File: src/sha_pkg.sv
// Shared types, constants and round-constant table for the SHA-256 hasher.
`timescale 1ns / 1ps
package sha_pkg;

  localparam int unsigned WordW  = 32;
  localparam int unsigned FillW  = 6;
  localparam int unsigned CountW = 61;
  localparam int unsigned Rounds = 64;

  localparam logic [7:0] PadByte = 8'h80;

  typedef enum logic [5:0] {
    ST_IDLE = 6'b000001,
    ST_PAD  = 6'b000010,
    ST_LOAD = 6'b000100,
    ST_COMP = 6'b001000,
    ST_FOLD = 6'b010000,
    ST_OUT  = 6'b100000
  } state_e;

  typedef enum logic [1:0] {
    BSRC_DATA = 2'd0,
    BSRC_PAD  = 2'd1,
    BSRC_ZERO = 2'd2,
    BSRC_LEN  = 2'd3
  } byte_src_e;

  typedef struct packed {
    logic        shift_en;
    byte_src_e   byte_src;
    logic        count_en;
    logic        load_work;
    logic        round_en;
    logic [5:0]  round_idx;
    logic        fold;
    logic        clear_msg;
    logic [2:0]  word_idx;
  } dp_cmd_t;

  typedef struct packed {
    logic [FillW-1:0] fill;
  } dp_status_t;

  function automatic logic [31:0] init_h(input logic [2:0] i);
    logic [31:0] v;
    case (i)
      3'd0:    v = 32'h6a09e667;
      3'd1:    v = 32'hbb67ae85;
      3'd2:    v = 32'h3c6ef372;
      3'd3:    v = 32'ha54ff53a;
      3'd4:    v = 32'h510e527f;
      3'd5:    v = 32'h9b05688c;
      3'd6:    v = 32'h1f83d9ab;
      default: v = 32'h5be0cd19;
    endcase
    return v;
  endfunction

  function automatic logic [31:0] round_k(input logic [5:0] r);
    logic [31:0] v;
    case (r)
      6'd0:  v = 32'h428a2f98; 6'd1:  v = 32'h71374491; 6'd2:  v = 32'hb5c0fbcf;
      6'd3:  v = 32'he9b5dba5; 6'd4:  v = 32'h3956c25b; 6'd5:  v = 32'h59f111f1;
      6'd6:  v = 32'h923f82a4; 6'd7:  v = 32'hab1c5ed5; 6'd8:  v = 32'hd807aa98;
      6'd9:  v = 32'h12835b01; 6'd10: v = 32'h243185be; 6'd11: v = 32'h550c7dc3;
      6'd12: v = 32'h72be5d74; 6'd13: v = 32'h80deb1fe; 6'd14: v = 32'h9bdc06a7;
      6'd15: v = 32'hc19bf174; 6'd16: v = 32'he49b69c1; 6'd17: v = 32'hefbe4786;
      6'd18: v = 32'h0fc19dc6; 6'd19: v = 32'h240ca1cc; 6'd20: v = 32'h2de92c6f;
      6'd21: v = 32'h4a7484aa; 6'd22: v = 32'h5cb0a9dc; 6'd23: v = 32'h76f988da;
      6'd24: v = 32'h983e5152; 6'd25: v = 32'ha831c66d; 6'd26: v = 32'hb00327c8;
      6'd27: v = 32'hbf597fc7; 6'd28: v = 32'hc6e00bf3; 6'd29: v = 32'hd5a79147;
      6'd30: v = 32'h06ca6351; 6'd31: v = 32'h14292967; 6'd32: v = 32'h27b70a85;
      6'd33: v = 32'h2e1b2138; 6'd34: v = 32'h4d2c6dfc; 6'd35: v = 32'h53380d13;
      6'd36: v = 32'h650a7354; 6'd37: v = 32'h766a0abb; 6'd38: v = 32'h81c2c92e;
      6'd39: v = 32'h92722c85; 6'd40: v = 32'ha2bfe8a1; 6'd41: v = 32'ha81a664b;
      6'd42: v = 32'hc24b8b70; 6'd43: v = 32'hc76c51a3; 6'd44: v = 32'hd192e819;
      6'd45: v = 32'hd6990624; 6'd46: v = 32'hf40e3585; 6'd47: v = 32'h106aa070;
      6'd48: v = 32'h19a4c116; 6'd49: v = 32'h1e376c08; 6'd50: v = 32'h2748774c;
      6'd51: v = 32'h34b0bcb5; 6'd52: v = 32'h391c0cb3; 6'd53: v = 32'h4ed8aa4a;
      6'd54: v = 32'h5b9cca4f; 6'd55: v = 32'h682e6ff3; 6'd56: v = 32'h748f82ee;
      6'd57: v = 32'h78a5636f; 6'd58: v = 32'h84c87814; 6'd59: v = 32'h8cc70208;
      6'd60: v = 32'h90befffa; 6'd61: v = 32'ha4506ceb; 6'd62: v = 32'hbef9a3f7;
      default: v = 32'hc67178f2;
    endcase
    return v;
  endfunction

  function automatic logic [31:0] ror(input logic [31:0] x, input int unsigned n);
    return (x >> n) | (x << (32 - n));
  endfunction

endpackage

File: src/sha256_stream_hasher_top.sv
// Operation: a byte that fills a block starts a compression (load, 64 rounds,
// fold). A finish item feeds in the padding bytes and compresses the one or two
// padded blocks it needs, then 8 digest items go out.
// Throughput: 1 item per cycle inside a block, held off while the hasher pads,
// compresses or outputs; the single shared round unit does one round per cycle.
// Reset: asynchronous, active low; hash state returns to the initial values.
`timescale 1ns / 1ps
module sha256_stream_hasher_top (
  input  logic        clk_i,
  input  logic        rst_ni,
  input  logic        in_valid_i,
  output logic        in_ready_o,
  input  logic        operation_i,
  input  logic [7:0]  data_byte_i,
  output logic        out_valid_o,
  input  logic        out_ready_i,
  output logic [31:0] digest_word_o,
  output logic [2:0]  word_index_o,
  output logic        last_word_o
);
  import sha_pkg::*;

  dp_cmd_t    cmd;
  dp_status_t status;

  sha_ctrl u_ctrl (
    .clk_i, .rst_ni, .in_valid_i, .in_ready_o, .operation_i,
    .out_valid_o, .out_ready_i, .word_index_o, .last_word_o,
    .cmd_o(cmd), .status_i(status)
  );

  sha_dp u_dp (
    .clk_i, .rst_ni, .data_byte_i,
    .cmd_i(cmd), .status_o(status), .digest_word_o
  );

endmodule

File: src/sha_ctrl.sv
// Sequencer for absorb, padding, compression rounds and digest output.
`timescale 1ns / 1ps
module sha_ctrl (
  input  logic                clk_i,
  input  logic                rst_ni,
  input  logic                in_valid_i,
  output logic                in_ready_o,
  input  logic                operation_i,
  output logic                out_valid_o,
  input  logic                out_ready_i,
  output logic [2:0]          word_index_o,
  output logic                last_word_o,
  output sha_pkg::dp_cmd_t    cmd_o,
  input  sha_pkg::dp_status_t status_i
);
  import sha_pkg::*;

  state_e     state_q, state_d;
  logic [5:0] round_q, round_d;
  logic [2:0] word_q, word_d;
  logic       first_q, first_d;   // next pad byte is the 0x80 marker
  logic       final_q, final_d;   // current padded block carries the length
  logic       pad_q, pad_d;       // compression belongs to padding
  logic       in_acc, out_acc, fill_end;

  assign in_acc   = in_valid_i && in_ready_o;
  assign out_acc  = out_valid_o && out_ready_i;
  assign fill_end = (status_i.fill == 6'd63);

  assign in_ready_o   = (state_q == ST_IDLE);
  assign out_valid_o  = (state_q == ST_OUT);
  assign word_index_o = word_q;
  assign last_word_o  = (word_q == 3'd7);

  always_comb begin
    state_d = state_q;
    round_d = round_q;
    word_d  = word_q;
    first_d = first_q;
    final_d = final_q;
    pad_d   = pad_q;
    cmd_o   = '0;
    cmd_o.byte_src  = BSRC_DATA;
    cmd_o.round_idx = round_q;
    cmd_o.word_idx  = word_q;
    case (state_q)
      ST_IDLE: begin
        if (in_acc) begin
          if (!operation_i) begin
            cmd_o.shift_en = 1'b1;
            cmd_o.count_en = 1'b1;
            if (fill_end) begin
              pad_d   = 1'b0;
              state_d = ST_LOAD;
            end
          end else begin
            first_d = 1'b1;
            final_d = (status_i.fill[5:3] != 3'b111);
            pad_d   = 1'b1;
            state_d = ST_PAD;
          end
        end
      end
      ST_PAD: begin
        cmd_o.shift_en = 1'b1;
        if (first_q) cmd_o.byte_src = BSRC_PAD;
        else if (final_q && status_i.fill[5:3] == 3'b111) cmd_o.byte_src = BSRC_LEN;
        else cmd_o.byte_src = BSRC_ZERO;
        first_d = 1'b0;
        if (fill_end) state_d = ST_LOAD;
      end
      ST_LOAD: begin
        cmd_o.load_work = 1'b1;
        round_d = '0;
        state_d = ST_COMP;
      end
      ST_COMP: begin
        cmd_o.round_en = 1'b1;
        round_d = round_q + 6'd1;
        if (round_q == 6'(Rounds - 1)) state_d = ST_FOLD;
      end
      ST_FOLD: begin
        cmd_o.fold = 1'b1;
        if (!pad_q) begin
          state_d = ST_IDLE;
        end else if (final_q) begin
          word_d  = '0;
          state_d = ST_OUT;
        end else begin
          final_d = 1'b1;
          state_d = ST_PAD;
        end
      end
      ST_OUT: begin
        if (out_acc) begin
          word_d = word_q + 3'd1;
          if (last_word_o) begin
            cmd_o.clear_msg = 1'b1;
            state_d = ST_IDLE;
          end
        end
      end
      default: state_d = ST_IDLE;
    endcase
  end

  always_ff @(posedge clk_i or negedge rst_ni) begin
    if (!rst_ni) begin
      state_q <= ST_IDLE;
      round_q <= '0;
      word_q  <= '0;
      first_q <= 1'b0;
      final_q <= 1'b0;
      pad_q   <= 1'b0;
    end else begin
      state_q <= state_d;
      round_q <= round_d;
      word_q  <= word_d;
      first_q <= first_d;
      final_q <= final_d;
      pad_q   <= pad_d;
    end
  end

endmodule

File: src/sha_dp.sv
// Datapath: block window, message schedule, round unit and hash state.
`timescale 1ns / 1ps
module sha_dp (
  input  logic                  clk_i,
  input  logic                  rst_ni,
  input  logic [7:0]            data_byte_i,
  input  sha_pkg::dp_cmd_t      cmd_i,
  output sha_pkg::dp_status_t   status_o,
  output logic [31:0]           digest_word_o
);
  import sha_pkg::*;

  // window word 0 is the oldest; bytes and schedule words enter at word 15
  logic [0:15][31:0]  win_q, win_d;
  logic [0:7][31:0]   work_q, work_d;
  logic [0:7][31:0]   hash_q, hash_d;
  logic [FillW-1:0]   fill_q, fill_d;
  logic [CountW-1:0]  count_q, count_d;
  logic [511:0]       flat;
  logic [7:0]         in_byte;
  logic [63:0]        bit_len, len_sh;
  logic [31:0]        w_new, s0, s1, t1, t2, a, e;

  assign flat    = win_q;
  assign bit_len = {count_q, 3'b000};
  assign len_sh  = bit_len >> {3'(~fill_q[2:0]), 3'b000};

  always_comb begin
    case (cmd_i.byte_src)
      BSRC_DATA: in_byte = data_byte_i;
      BSRC_PAD:  in_byte = PadByte;
      BSRC_LEN:  in_byte = len_sh[7:0];
      default:   in_byte = 8'h00;
    endcase
  end

  assign s0    = ror(win_q[1], 7) ^ ror(win_q[1], 18) ^ (win_q[1] >> 3);
  assign s1    = ror(win_q[14], 17) ^ ror(win_q[14], 19) ^ (win_q[14] >> 10);
  assign w_new = s1 + win_q[9] + s0 + win_q[0];

  assign a  = work_q[0];
  assign e  = work_q[4];
  assign t1 = work_q[7] + (ror(e, 6) ^ ror(e, 11) ^ ror(e, 25))
            + ((e & work_q[5]) ^ (~e & work_q[6])) + round_k(cmd_i.round_idx) + win_q[0];
  assign t2 = (ror(a, 2) ^ ror(a, 13) ^ ror(a, 22))
            + ((a & work_q[1]) ^ (a & work_q[2]) ^ (work_q[1] & work_q[2]));

  always_comb begin
    win_d   = win_q;
    work_d  = work_q;
    hash_d  = hash_q;
    fill_d  = fill_q;
    count_d = count_q;
    if (cmd_i.shift_en) begin
      win_d  = {flat[503:0], in_byte};
      fill_d = fill_q + 6'd1;
    end
    if (cmd_i.count_en) count_d = count_q + 61'd1;
    if (cmd_i.load_work) work_d = hash_q;
    if (cmd_i.round_en) begin
      win_d = {flat[479:0], w_new};
      work_d = {t1 + t2, work_q[0], work_q[1], work_q[2],
                work_q[3] + t1, work_q[4], work_q[5], work_q[6]};
    end
    if (cmd_i.fold) begin
      for (int i = 0; i < 8; i++) hash_d[i] = hash_q[i] + work_q[i];
    end
    if (cmd_i.clear_msg) begin
      for (int i = 0; i < 8; i++) hash_d[i] = init_h(3'(i));
      fill_d  = '0;
      count_d = '0;
    end
  end

  always_ff @(posedge clk_i or negedge rst_ni) begin
    if (!rst_ni) begin
      for (int i = 0; i < 8; i++) hash_q[i] <= init_h(3'(i));
      fill_q  <= '0;
      count_q <= '0;
    end else begin
      hash_q  <= hash_d;
      fill_q  <= fill_d;
      count_q <= count_d;
    end
  end

  always_ff @(posedge clk_i) begin
    win_q  <= win_d;
    work_q <= work_d;
  end

  assign status_o.fill = fill_q;
  assign digest_word_o = hash_q[cmd_i.word_idx];

endmodule

File: config.mk
export PLATFORM = sky130hd
export DESIGN_NAME = sha256_stream_hasher_top
export DESIGN_NICKNAME = d
export VERILOG_FILES = /design/src/sha_pkg.sv /design/src/sha256_stream_hasher_top.sv /design/src/sha_ctrl.sv /design/src/sha_dp.sv
export SDC_FILE = /design/constraint.sdc
export NUM_CORES = 2
export LEC_CHECK = 0
export ABC_AREA = 1
export CAP_MARGIN = 20
export CORE_MARGIN = 10
export CORE_UTILIZATION = 64
export CTS_BUF_LIST = sky130_fd_sc_hd__clkbuf_8 sky130_fd_sc_hd__clkbuf_16
export CTS_CLUSTER_DIAMETER = 40
export DETAILED_ROUTE_END_ITERATION = 7
export DONT_BUFFER_PORTS = 1
export GPL_TIMING_DRIVEN = 0
export MAX_ROUTING_LAYER = met4
export PLACE_DENSITY = 0.92
export REMOVE_ABC_BUFFERS = 1
export SYNTH_ARGS = -nofsm -noshare
export SYNTH_HDL_FRONTEND = slang
export SYNTH_SLANG_ARGS = --single-unit
File: constraint.sdc
create_clock -name clk_i -period 17.4 [get_ports clk_i]
set_clock_uncertainty 0.05 [all_clocks]
set_input_delay 1.74 -clock clk_i [delete_from_list [all_inputs] [get_ports clk_i]]
set_output_delay 1.74 -clock clk_i [all_outputs]
set_load 0.03 [all_outputs]
==> run summary <==
RUN STATUS
-----------------------------------------------------------------------------------------------------------------
Result of the run                                                                                    finished, violations left
Failing checks                                                                                       design-rule violations, max-slew violations

DRT
-----------------------------------------------------------------------------------------------------------------
Drt total wl                                                                                            315700 um
Via-per-instance ratio                                                                                      6.459
Number of design rule violations left after detail routing                                                      4
Residual antenna-violating net count after detailed routing                                                     0
Final routed wire length divided by cell count                                                           25.27 um
Detailed Routing Iterations Pass 1                                                                              8
Vias after detailed routing                                                                                 80690
Iter 0 DRT Violations                                                                                       13190

YOSYS
-----------------------------------------------------------------------------------------------------------------
Xor-xnor portion of the synthesized cell area                                                              4.191%
Distinct cell type count after synthesis                                                                       73
Average size of a mapped cell                                                                         7.613 sq um
Sequential element share of the synthesized area                                                           38.48%
Area share of the leading cell type in the synthesized netlist                                             27.94%
Share of the synthesized area in compound gates (AO/OA/AOI/OAI)                                            14.94%
Area fraction in and, or, nand and nor cells after synthesis                                               23.21%
Most used standard cells in the synthesized netlist                                                  3231 x sky130_fd_sc_hd__nand2_1, 1300 x sky130_fd_sc_hd__inv_1, 1009 x sky130_fd_sc_hd__o21ai_0
Register bit total from synthesis                                                                            1109
Post-Syn Instances                                                                                          10840
Synthesized area                                                                                      82550 sq um
Synth warnings                                                                                                  0
Dominant combinational cell family by area after synthesis                                           simple AND/OR/NAND/NOR gates
Most used flip-flop cell after synthesis                                                             sky130_fd_sc_hd__edfxtp_1
Post-synthesis cell type with the largest combined area                                              sky130_fd_sc_hd__edfxtp_1
Top-count cell post-synth                                                                            sky130_fd_sc_hd__nand2_1
Proportion of synthesized area in mux cells                                                              0.01213%
Number of enable-type register cells in the synthesized netlist                                               768
Async set-reset flop share out of synthesis                                                                30.75%
Largest cells by area after synthesis                                                                sky130_fd_sc_hd__edfxtp_1 28%, sky130_fd_sc_hd__nand2_1 15%, sky130_fd_sc_hd__dfrtp_1 6.2%
Arithmetic-cell share of the synthesized area counting full adders, half adders and majority gates         11.04%

CRITICAL PATH
-----------------------------------------------------------------------------------------------------------------
Reg-to-Reg Start                                                                                     u_ctrl.round_q[0]
Highest net fanout along the worst path                                                                        13
Maximum cell stage delay along the critical path                                                          0.91 ns
Category of the worst setup path capture point                                                          flip-flop
Data arrival at the endpoint of the critical path                                                        10.91 ns
Most frequent CP cell                                                                                sky130_fd_sc_hd__inv_1
Worst path required time                                                                                 17.90 ns
Startpoint types                                                                                        flip-flop
Logic depth of the worst register-to-register path                                                             38
CP max stage cell                                                                                    sky130_fd_sc_hd__xor2_1
Type of the setup path with the least slack                                                            reg -> reg
Start point of the critical path                                                                     u_ctrl.round_q[0]

CTS
-----------------------------------------------------------------------------------------------------------------
Number of buffers added to fix hold violations after cts                                                        0
Maximum buffer depth of the clock tree                                                                          3
Number of buffers created by CTS                                                                              166
Post-CTS setup buffer count                                                                                     0
Insertion delay to the later sink of the worst-skew pair                                                  0.83 ns
Number of clock sinks seen by CTS                                                                            1109
Post-cts resize count                                                                                           0
H-tree depth                                                                                                    4
Clock tree from TritonCTS                                                                                     yes
Worst-path clk slew                                                                                       0.06 ns
Clock root buffer                                                                                    sky130_fd_sc_hd__clkbuf_16

STA
-----------------------------------------------------------------------------------------------------------------
Max-slew headroom                                                                                         -5.723%
Setup-failing EPs final                                                                                         0
Setup repair after global routing missed its margin                                                            no
Number of max-slew violations in the final report                                                              60
Actual slew at the worst max-slew pin                                                                    1.586 ns
Hold Fails Final Rpt                                                                                            0
Final clock period utilization by the worst path                                                           59.82%
Time the worst path needs with I/O delays and setup                                                      10.41 ns
Setup tns final                                                                                              0 ns
Fmax achieved                                                                                           96.07 MHz

PWR
-----------------------------------------------------------------------------------------------------------------
Net switching power of the design                                                                        9.668 mW
Sequential Power Share                                                                                      22.0%
Switching Fraction                                                                                         51.76%
Total power per unit cell area                                                                       206.4 nW/um^2
Power Internal                                                                                           9.010 mW
Clk network pwr share                                                                                       19.5%
Max rail drop VDD                                                                                       0.2578 mV
Leakage power summed over all cells                                                                      41.74 nW
Logic gate share of total power                                                                             58.5%

CELLS AND AREA
-----------------------------------------------------------------------------------------------------------------
FF/Latch Area                                                                                         31780 sq um
Number of nets in the finished design                                                                       11280
Core occupancy in the finished layout                                                                      70.79%
Multi-input gate area                                                                                 44100 sq um
Synth-to-layout area growth                                                                                9.629%
Share of cells above drive strength 1                                                                      5.222%
Fill cell instance count of the final layout                                                                 9888

JOB
-----------------------------------------------------------------------------------------------------------------
MaxCap Viol Count                                                                                               0

DIE
-----------------------------------------------------------------------------------------------------------------
Die area                                                                                             143800 sq um
Die X-Extent                                                                                             379.2 um
Core Box Area                                                                                        127800 sq um
Count of standard-cell rows                                                                                   131
Initial standard-cell utilization of the core                                                              64.57%
Chip height                                                                                              379.2 um
IO Pins                                                                                                        51

WORST HOLD PATH
-----------------------------------------------------------------------------------------------------------------
Worst min-delay path class                                                                             reg -> reg
Worst min-delay path startpoint                                                                      u_dp.count_q[2]
Number of stages on the worst hold path                                                                         1

GLOBAL ROUTE
-----------------------------------------------------------------------------------------------------------------
Maximum number of pins on one net before global-route repair                                                  342
Vias in the first global route                                                                              76380
First-pass GRT wire length                                                                              465200 um
Gr usage total                                                                                             44.09%
Initial antenna violation count                                                                                12
Aggregate global routing overflow                                                                               0

PLACED DESIGN
-----------------------------------------------------------------------------------------------------------------
HPWL reported at the end of detailed placement                                                          233000 um
# port buffers                                                                                                  0
Final weighted congestion in routability-driven placement                                                   1.116

## metrics by stage
step	cells	total power, mW	hold slack (ns)	worst slack, ns	area, sq um
3_3_place_gp	12090	14.65	0.4141	-65.93	82870
5_1_grt	12490	19.71	0.4557	6.604	90490
6_report	12490	18.68	0.4388	6.991	90500
2_1_floorplan	10430	11.14	0.3957	-29.44	80790
3_5_place_dp	12170	14.34	0.4247	6.917	84450
4_1_cts	12480	18.08	0.4319	6.889	90420
## cells in the final DEF (no fill, tap or decap), drive strengths merged, types with 55 or more instances in the layout
master  netlist  final
clkbuf      259    171
nor3        119    119
nand3       418    418
nor2        785    785
xor2        234    234
xnor2       161    161
o21ai      1031   1031
o22ai       100    100
ha          398    398
a21oi       706    706
fa          195    195
buf         157     80
inv        1310   1377
a31oi        66     66
edfxtp      768    768
a21o         55     55
nand4       119    119
dfrtp       204    204
o21bai       64     64
dfstp       137    137
nand2      3234   3234
## path summary, 6_finish.rpt
path                                endpoint  slack [ns]
setup / recovery                  u_dp.a[27]        6.99
hold / removal               u_dp.count_q[2]        0.44
setup reg to reg                  u_dp.a[27]        6.99
hold reg to reg              u_dp.count_q[2]        0.44
max in group asynchronous  u_ctrl.round_q[4]       15.34
min in group asynchronous    u_dp.count_q[3]        0.57
## routing by layer
metal | GRT usage (%) | vias up | part of all wire (%)
met2 | 63.00 | 6086 | 42
met4 | 27.02 | 0 | 7.8
met5 | - | - | 0
li1 | - | 35590 | -
met3 | 13.41 | 1405 | 14
met1 | 54.63 | 37610 | 36
## power groups by stage
stage / clock network [mW] / logic, mW / registers [mW]
2_1_floorplan: 0 / 7.03 / 4.11
3_3_place_gp: 0 / 10.2 / 4.45
3_5_place_dp: 0 / 10.3 / 4.09
4_1_cts: 3.63 / 10.4 / 4.06
5_1_grt: 3.74 / 11.8 / 4.13
6_report: 3.64 / 10.9 / 4.11
## state kept, by name (all words and copies together) (netlist names), 3 cells and up
name                 cells
u_ctrl.round_q           6
u_dp.a                  32
u_dp.e                  32
u_ctrl.word_index_o      3
u_dp.work_q            192
u_dp.flat              512
u_dp.hash_q            256
u_dp.count_q            61
u_ctrl.state_q           6
u_dp.status_o            6
## cells by family after synthesis
kind of cell    Yosys count
fa+ha+maj               616
flops                  1109
simple gates           4755
xor+xnor                395
compound gates         2236
mux                       1
buf+inv                1732
## critical path: cells and delay by family, from the launching register on
kind | cells | cell delay [ns]
compound gates | 5 | 1.34
xor+xnor | 1 | 0.91
fa+ha+maj | 8 | 3.68
buf+inv | 9 | 1.50
flops | 1 | 0.73
simple gates | 15 | 1.90
## layout make-up
type / instances / area share, %
clock inverter: 141 / 1.929
tap: 1662 / 2.298
sequential: 1109 / 35.11
clock buffer: 170 / 4.676
inverter: 1316 / 5.497
timing repair buffer: 81 / 1.734
multi-input combinational: 8003 / 48.72
antenna: 11 / 0.03042
(Power assumes the default switching activity.)
